<file path="src/rtl/core/rss_pkg.sv">
// Shared types, codes and ring geometry for the ring slot sequencer.
// No dependencies; imported by rss_engine and ring_slot_sequencer_core.
package rss_pkg;

    // Ring size is rounded up to a power of two
    localparam int unsigned RING_SLOTS = 16;
    localparam int unsigned RING_BITS  = $clog2(RING_SLOTS);
    localparam int unsigned RING_SIZE  = 1 << RING_BITS;
    localparam logic [31:0] RING_MASK  = 32'(RING_SIZE - 1);

    localparam int unsigned SEQ_W  = 32;
    localparam int unsigned SLOT_W = 4;

    // Operation codes
    localparam logic [1:0] FN_CLAIM   = 2'd0;
    localparam logic [1:0] FN_COMMIT  = 2'd1;
    localparam logic [1:0] FN_READ    = 2'd2;
    localparam logic [1:0] FN_RELEASE = 2'd3;

    // Status codes
    localparam logic [1:0] STS_OK            = 2'd0;
    localparam logic [1:0] STS_FULL_RETRY    = 2'd1;
    localparam logic [1:0] STS_NOT_COMMITTED = 2'd2;
    localparam logic [1:0] STS_WRONG_STATE   = 2'd3;

    // Slot state codes
    localparam logic [1:0] SLOT_FREE      = 2'd0;
    localparam logic [1:0] SLOT_CLAIMED   = 2'd1;
    localparam logic [1:0] SLOT_COMMITTED = 2'd2;

    typedef struct packed {
        logic [1:0]       func;
        logic [SEQ_W-1:0] seq_index;
    } rss_req_t;

    typedef struct packed {
        logic [1:0]        status;
        logic [SEQ_W-1:0]  granted_seq;
        logic [SLOT_W-1:0] slot_number;
    } rss_result_t;

endpackage

</file>
<file path="src/rtl/core/rss_engine.sv">
// Sequencer state (cursor, last read sequence, slot states) and the
// single-pass decision logic for one transaction. Depends on rss_pkg.
module rss_engine
    import rss_pkg::*;
(
    input  logic        clk,
    input  logic        rst_n,
    input  logic        fire,
    input  rss_req_t    req,
    output rss_result_t result
);

    logic [SEQ_W-1:0]     cursor_reg;
    logic [SEQ_W-1:0]     cursor_next;
    logic [SEQ_W-1:0]     last_read_reg;
    logic [SEQ_W-1:0]     last_read_next;
    logic [1:0]           slot_state_reg [RING_SIZE];

    logic [RING_BITS-1:0] addr;
    logic [1:0]           cur_state;
    logic                 full;
    logic                 wr_en;
    logic [1:0]           wr_state;
    logic [1:0]           sts;
    logic [SEQ_W-1:0]     seq_out;
    logic [SLOT_W-1:0]    mask4;

    // Claim looks at the cursor's slot, everything else at the given sequence
    assign addr      = (req.func == FN_CLAIM) ? cursor_reg[RING_BITS-1:0]
                                              : req.seq_index[RING_BITS-1:0];
    assign cur_state = slot_state_reg[addr];
    assign full      = last_read_reg[RING_BITS-1:0] == cursor_reg[RING_BITS-1:0];
    assign mask4     = RING_MASK[SLOT_W-1:0];

    always_comb
    begin
        sts            = STS_OK;
        seq_out        = req.seq_index;
        wr_en          = 1'b0;
        wr_state       = SLOT_FREE;
        cursor_next    = cursor_reg;
        last_read_next = last_read_reg;
        unique case (req.func)
            FN_CLAIM:
            begin
                if (full)
                    sts = STS_FULL_RETRY;
                else if (cur_state != SLOT_FREE)
                    sts = STS_WRONG_STATE;
                else
                begin
                    seq_out     = cursor_reg;
                    wr_en       = 1'b1;
                    wr_state    = SLOT_CLAIMED;
                    cursor_next = cursor_reg + SEQ_W'(1);
                end
            end
            FN_COMMIT:
            begin
                if (cur_state != SLOT_CLAIMED)
                    sts = STS_WRONG_STATE;
                else
                begin
                    wr_en    = 1'b1;
                    wr_state = SLOT_COMMITTED;
                end
            end
            FN_READ:
            begin
                if (cur_state != SLOT_COMMITTED)
                    sts = STS_NOT_COMMITTED;
                else
                begin
                    wr_en          = 1'b1;
                    wr_state       = SLOT_CLAIMED;
                    last_read_next = req.seq_index;
                end
            end
            default:
            begin
                if (cur_state != SLOT_CLAIMED)
                    sts = STS_WRONG_STATE;
                else
                begin
                    wr_en    = 1'b1;
                    wr_state = SLOT_FREE;
                end
            end
        endcase
    end

    assign result.status      = sts;
    assign result.granted_seq = seq_out;
    assign result.slot_number = seq_out[SLOT_W-1:0] & mask4;

    always_ff @(posedge clk or negedge rst_n)
    begin
        if (!rst_n)
        begin
            cursor_reg    <= '0;
            last_read_reg <= '1;
            for (int i = 0; i < RING_SIZE; i++)
                slot_state_reg[i] <= SLOT_FREE;
        end
        else if (fire)
        begin
            cursor_reg    <= cursor_next;
            last_read_reg <= last_read_next;
            if (wr_en)
                slot_state_reg[addr] <= wr_state;
        end
    end

    // A granted claim advances the cursor by exactly one
    assert property (@(posedge clk) disable iff (!rst_n)
        fire && req.func == FN_CLAIM && sts == STS_OK
        |=> cursor_reg == $past(cursor_reg) + 32'd1)
        else $error("cursor did not advance on granted claim");

    // A retry or error leaves cursor and read sequence untouched
    assert property (@(posedge clk) disable iff (!rst_n)
        fire && sts != STS_OK
        |=> $stable(cursor_reg) && $stable(last_read_reg))
        else $error("state changed on failed transaction");

    // A successful read records its sequence number
    assert property (@(posedge clk) disable iff (!rst_n)
        fire && req.func == FN_READ && sts == STS_OK
        |=> last_read_reg == $past(req.seq_index))
        else $error("read sequence not recorded");

    // Only a granted claim ever returns a sequence other than the one given
    assert property (@(posedge clk) disable iff (!rst_n)
        fire && !(req.func == FN_CLAIM && sts == STS_OK)
        |-> seq_out == req.seq_index)
        else $error("sequence not echoed");

endmodule

</file>
<file path="src/rtl/core/ring_slot_sequencer_core.sv">
// Top level of the ring slot sequencer: input register, engine, result register.
// Depends on rss_pkg and rss_engine.
//
//  channel | signals                                 | direction
//  --------+-----------------------------------------+----------
//  in      | in_valid, in_ready, func, seq_index     | request
//  out     | out_valid, out_ready, status,           | result
//          | granted_seq, slot_number                |
//
// One transaction per cycle sustained while out_ready stays high; the input
// register loads at the accepting edge, and the result register loads from it
// whenever the result register is empty or being drained.
// The slot state table is a row of flip-flops cleared directly by rst_n, so
// the block takes transactions as soon as rst_n is released.
// A stalled result holds the result register and, once the input register is
// also full, drops in_ready; nothing is lost or reordered.
module ring_slot_sequencer_core
    import rss_pkg::*;
(
    input  logic              clk,
    input  logic              rst_n,
    input  logic              in_valid,
    output logic              in_ready,
    input  logic [1:0]        func,
    input  logic [SEQ_W-1:0]  seq_index,
    output logic              out_valid,
    input  logic              out_ready,
    output logic [1:0]        status,
    output logic [SEQ_W-1:0]  granted_seq,
    output logic [SLOT_W-1:0] slot_number
);

    logic        req_valid_reg;
    rss_req_t    req_reg;
    logic        res_valid_reg;
    rss_result_t res_reg;
    rss_result_t eng_result;
    logic        advance;

    // Advance the held request into the result register whenever the result
    // register is empty or being drained this cycle. State updates happen here,
    // so transactions act on the state strictly in acceptance order.
    assign advance  = req_valid_reg && (!res_valid_reg || out_ready);
    assign in_ready = !req_valid_reg || advance;

    always_ff @(posedge clk or negedge rst_n)
    begin
        if (!rst_n)
        begin
            req_valid_reg <= 1'b0;
            res_valid_reg <= 1'b0;
        end
        else
        begin
            if (in_ready)
                req_valid_reg <= in_valid;
            if (advance)
                res_valid_reg <= 1'b1;
            else if (out_ready)
                res_valid_reg <= 1'b0;
        end
    end

    // Payload registers: no reset needed
    always_ff @(posedge clk)
    begin
        if (in_valid && in_ready)
        begin
            req_reg.func      <= func;
            req_reg.seq_index <= seq_index;
        end
        if (advance)
            res_reg <= eng_result;
    end

    rss_engine u_engine (
        .clk    (clk),
        .rst_n  (rst_n),
        .fire   (advance),
        .req    (req_reg),
        .result (eng_result)
    );

    assign out_valid   = res_valid_reg;
    assign status      = res_reg.status;
    assign granted_seq = res_reg.granted_seq;
    assign slot_number = res_reg.slot_number;

    // A result waiting for the consumer is never overwritten
    assert property (@(posedge clk) disable iff (!rst_n)
        res_valid_reg && !out_ready |-> !advance)
        else $error("pending result overwritten");

    // A request is only taken when the input register has room
    assert property (@(posedge clk) disable iff (!rst_n)
        req_valid_reg && !advance |-> !in_ready)
        else $error("input register overrun");

    // Every advanced transaction shows up as a result in the next cycle
    assert property (@(posedge clk) disable iff (!rst_n)
        advance |=> res_valid_reg)
        else $error("advanced transaction lost");

endmodule

</file>
<file path="config.mk">
export PLATFORM = sky130hd
export DESIGN_NAME = ring_slot_sequencer_core
export DESIGN_NICKNAME = d
export VERILOG_FILES = /design/src/rtl/core/rss_pkg.sv /design/src/rtl/core/rss_engine.sv /design/src/rtl/core/ring_slot_sequencer_core.sv
export SDC_FILE = /design/constraint.sdc
export NUM_CORES = 1
export LEC_CHECK = 0
export BUFFER_PORTS_ARGS = -buffer_cell sky130_fd_sc_hd__buf_2
export CORE_ASPECT_RATIO = 1.2
export CORE_MARGIN = 4
export CORE_UTILIZATION = 25
export DETAILED_ROUTE_END_ITERATION = 7
export SLEW_MARGIN = 15
export SYNTH_ARGS = -nofsm -noshare
export SYNTH_HDL_FRONTEND = slang
export SYNTH_SLANG_ARGS = --single-unit
</file>
<file path="constraint.sdc">
create_clock -name clk -period 10.3 [get_ports clk]
set_input_delay 1.03 -clock clk [delete_from_list [all_inputs] [get_ports clk]]
set_output_delay 1.03 -clock clk [all_outputs]
set_load 0.1 [all_outputs]
</file>
==> out/metrics.yaml <==
status: "complete, no violations"
wl_um: 13300
pin_count: 78
clk_latency_ns: 0.42
ys_ff_latch: 138
die_w_um: 151
synth_warnings: 0
yosysUniqueCellTypes: 48
postCtsHoldBufs: 0
synth_fa_ha_area_frac: 0.00205
die_area_mm2: 0.0270
fin_nets: 535
cts_buffers: 17
max_stage_delay_ns: 0.87
rsz0062_at_grt: "false"
synthCells: 416
crit_family: "compound AO/OA/AOI/OAI gates"
fp.dieH_um: 179
p_per_area_mw_per_mm2: 221
avgSynthCellArea_um2: 14.7
cts_tree: "yes"
finalClockSkew_ns: 0.00878
root_buffer: "clkbuf_16"
grt_pass1_wl_um: 21000
grt_pass1_vias: 3922
vias: 3649
path_buf_inv: 1
drive_gt1_frac: 0.407
dr.pass1.iters: 4
syn_nets: 455
largest_register_ffs: 34
diodes: 0
synthTopCellsByArea: "edfxtp_1 33%, dfrtp_1 27%, mux2_2 14%"
antenna_found_initial: 0
ant_nets: 0
synth_edf_count: 68
synthArstFlopShare: 0.507
synth_xor_area_frac: 0.0501
drt_iter0_drc: 133
port-buffer-count: 77
fin_util: 0.310
yosysTopAreaCell: "edfxtp_1"
nFillCells: 2422
rows: 62
min_path_type: "flop to flop"
gp_congestion: 0.881
finalNonFillerCells: 829
synth-compound-area-share: 0.0393
slowest_stage: "a2111oi_4"
crit_fanout: 20
cts_setup_buffers: 0
detail_route.drc_violations: 0
yosys.area_share.simple: 0.102
multi_input_area_mm2: 0.00220
critPathKind: "flop to flop"
cts_max_level: 4
tightest_slew_ns: 1.02
synth-seq-area-share: 0.621
layout_worst_path_cycle_share: 0.397
start_kind: "flop"
synth_top_area_share: 0.334
clkSinkCount: 138
end_kind: "flop"
viasPerCell: 4.40
start_util: 0.254
max_freq_mhz: 245
fin_crit_ns: 4.09
core_area_mm2: 0.0240
ys.flop_type: "edfxtp_1"
fin_tns_setup_ns: 0
grt_max_degree: 71
leakagePower_nw: 3.00
hold_viol_final: 0
area_growth_pct: 22.0
rrSetupSlack_ns: 6.21
cp.arrival_ns: 4.42
grt_usage: 0.102
synth_top_family_by_area: "multiplexers"
drv_cap: 0
setup_viol_count_final: 0
crit_chain: "nor2_4 -> mux2i_2 -> buf_4 -> mux2_2 -> o22a_1 -> a22o_1 -> a2111oi_4 -> and2_1 -> and4_1 -> xor2_1"
peakVddDrop_mv: 0.141
cts_buffer_depth: 2
relSlewSlack: 0.316
detail_route.wl_per_cell_um: 16.0
grt_overflow: 0
synth_area_mm2: 0.00611
cts_resized: 0
dp_hpwl_um: 9310
dpl.cell_count: 797
crit_required_ns: 10.63
clkTransAtPathRegs_ns: 0.06
synthMuxAreaShare: 0.165
ff_latch_area_mm2: 0.00380
drv_slew: 0
## metal layers
| layer | global-route usage | up-vias | wire length [um] |
|---|---|---|---|
| li1 | - | 1716 | - |
| met1 | 0.119 | 1841 | 5520 |
| met2 | 0.178 | 77 | 7070 |
| met3 | 0.0273 | 15 | 482 |
| met4 | 0.0420 | 0 | 229 |
| met5 | 0 | - | 0 |
## kinds of logic (layout without fill, tap and decap cells)
group / after synthesis / after routing
compound gates: 28 / 28
fa+ha+maj: 1 / 1
simple gates: 99 / 99
mux: 91 / 91
flops: 138 / 138
xor+xnor: 35 / 35
buf+inv: 24 / 117
## synthesized netlist by cell type (2+ instances only)
| cell type | instances |
|---|---|
| a21oi_1 | 3 |
| a221oi_1 | 2 |
| a22o_1 | 3 |
| a22oi_1 | 2 |
| and2_1 | 6 |
| and3_1 | 6 |
| and4_1 | 7 |
| buf_2 | 7 |
| buf_4 | 5 |
| clkbuf_1 | 6 |
| dfrtp_1 | 66 |
| dfstp_2 | 4 |
| edfxtp_1 | 68 |
| inv_1 | 4 |
| mux2_1 | 5 |
| mux2_2 | 74 |
| mux2i_1 | 12 |
| nand2_1 | 20 |
| nand2b_1 | 4 |
| nand3_1 | 17 |
| nand4_1 | 8 |
| nor2_1 | 6 |
| nor2b_1 | 2 |
| nor4_1 | 7 |
| nor4_2 | 10 |
| o21a_1 | 2 |
| o21ai_1 | 3 |
| o22a_1 | 2 |
| o22ai_1 | 3 |
| xnor2_1 | 32 |
| xor2_1 | 3 |
## worst paths after layout
path / from / endpoint / cells past startpoint
hold reg to reg: u_engine.cursor_reg[27] / u_engine.cursor_reg[27] / 1
min in group asynchronous: rst_n / u_engine.slot_state_reg[28] / 2
setup / recovery: req_reg[33] / u_engine.cursor_reg[24] / 10
setup reg to reg: req_reg[33] / u_engine.cursor_reg[24] / 10
max in group asynchronous: rst_n / u_engine.cursor_reg[28] / 2
hold / removal: u_engine.cursor_reg[27] / u_engine.cursor_reg[27] / 1
## layout make-up
cell class	count	area share
Multi-Input combinational cell	254	0.294
Inverter	4	0.00201
Sequential cell	138	0.509
Timing Repair Buffer	81	0.0557
Tap cell	320	0.0537
Clock buffer	20	0.0641
Clock inverter	12	0.0213
## worst reg2reg max path, stage by stage, from the launching register on
cell and delay (ns):
edfxtp_1 0.51, nor2_4 0.31, mux2i_2 0.24, buf_4 0.31, mux2_2 0.38, o22a_1 0.24
a22o_1 0.29, a2111oi_4 0.87, and2_1 0.45, and4_1 0.26, xor2_1 0.15
## report_power, final
part | internal (W) | leakage (nW) | switching (W)
logic | 0.0000930 | 1.08 | 0.000242
registers | 0.000638 | 1.61 | 0.0000288
clock network | 0.000411 | 0.311 | 0.000238
total | 0.00114 | 3.00 | 0.000508
## stage by stage
| stage | total power [W] | area (um2) | hold WS (ns) | worst slack, ns |
|---|---|---|---|---|
| after floorplan | 0.000945 | 6110 | 0.440 | 6.95 |
| after global placement | 0.00101 | 6830 | 0.475 | 6.33 |
| after detailed placement | 0.00101 | 6830 | 0.468 | 6.22 |
| after CTS | 0.00167 | 7460 | 0.494 | 6.19 |
| after global routing | 0.00171 | 7460 | 0.499 | 5.92 |
| final | 0.00165 | 7460 | 0.487 | 6.21 |
## placed cells by master, fill, tap and decap left out, types with 3 or more instances in the layout
cell / n
nor4_2: 10
nor2_1: 6
clkbuf_16: 18
a22o_1: 3
buf_4: 4
nor4_1: 7
o22ai_1: 3
and4_1: 7
o21ai_1: 3
mux2_2: 74
nand2_1: 20
dfrtp_1: 66
dfstp_2: 4
and3_1: 6
nand3_1: 17
inv_1: 4
a21oi_1: 3
xor2_1: 3
mux2_1: 5
and2_1: 5
inv_6: 4
buf_2: 77
nand4_1: 8
edfxtp_1: 68
nand2b_1: 4
xnor2_1: 32
bufinv_16: 3
mux2i_1: 11
(Power assumes the default switching activity.)
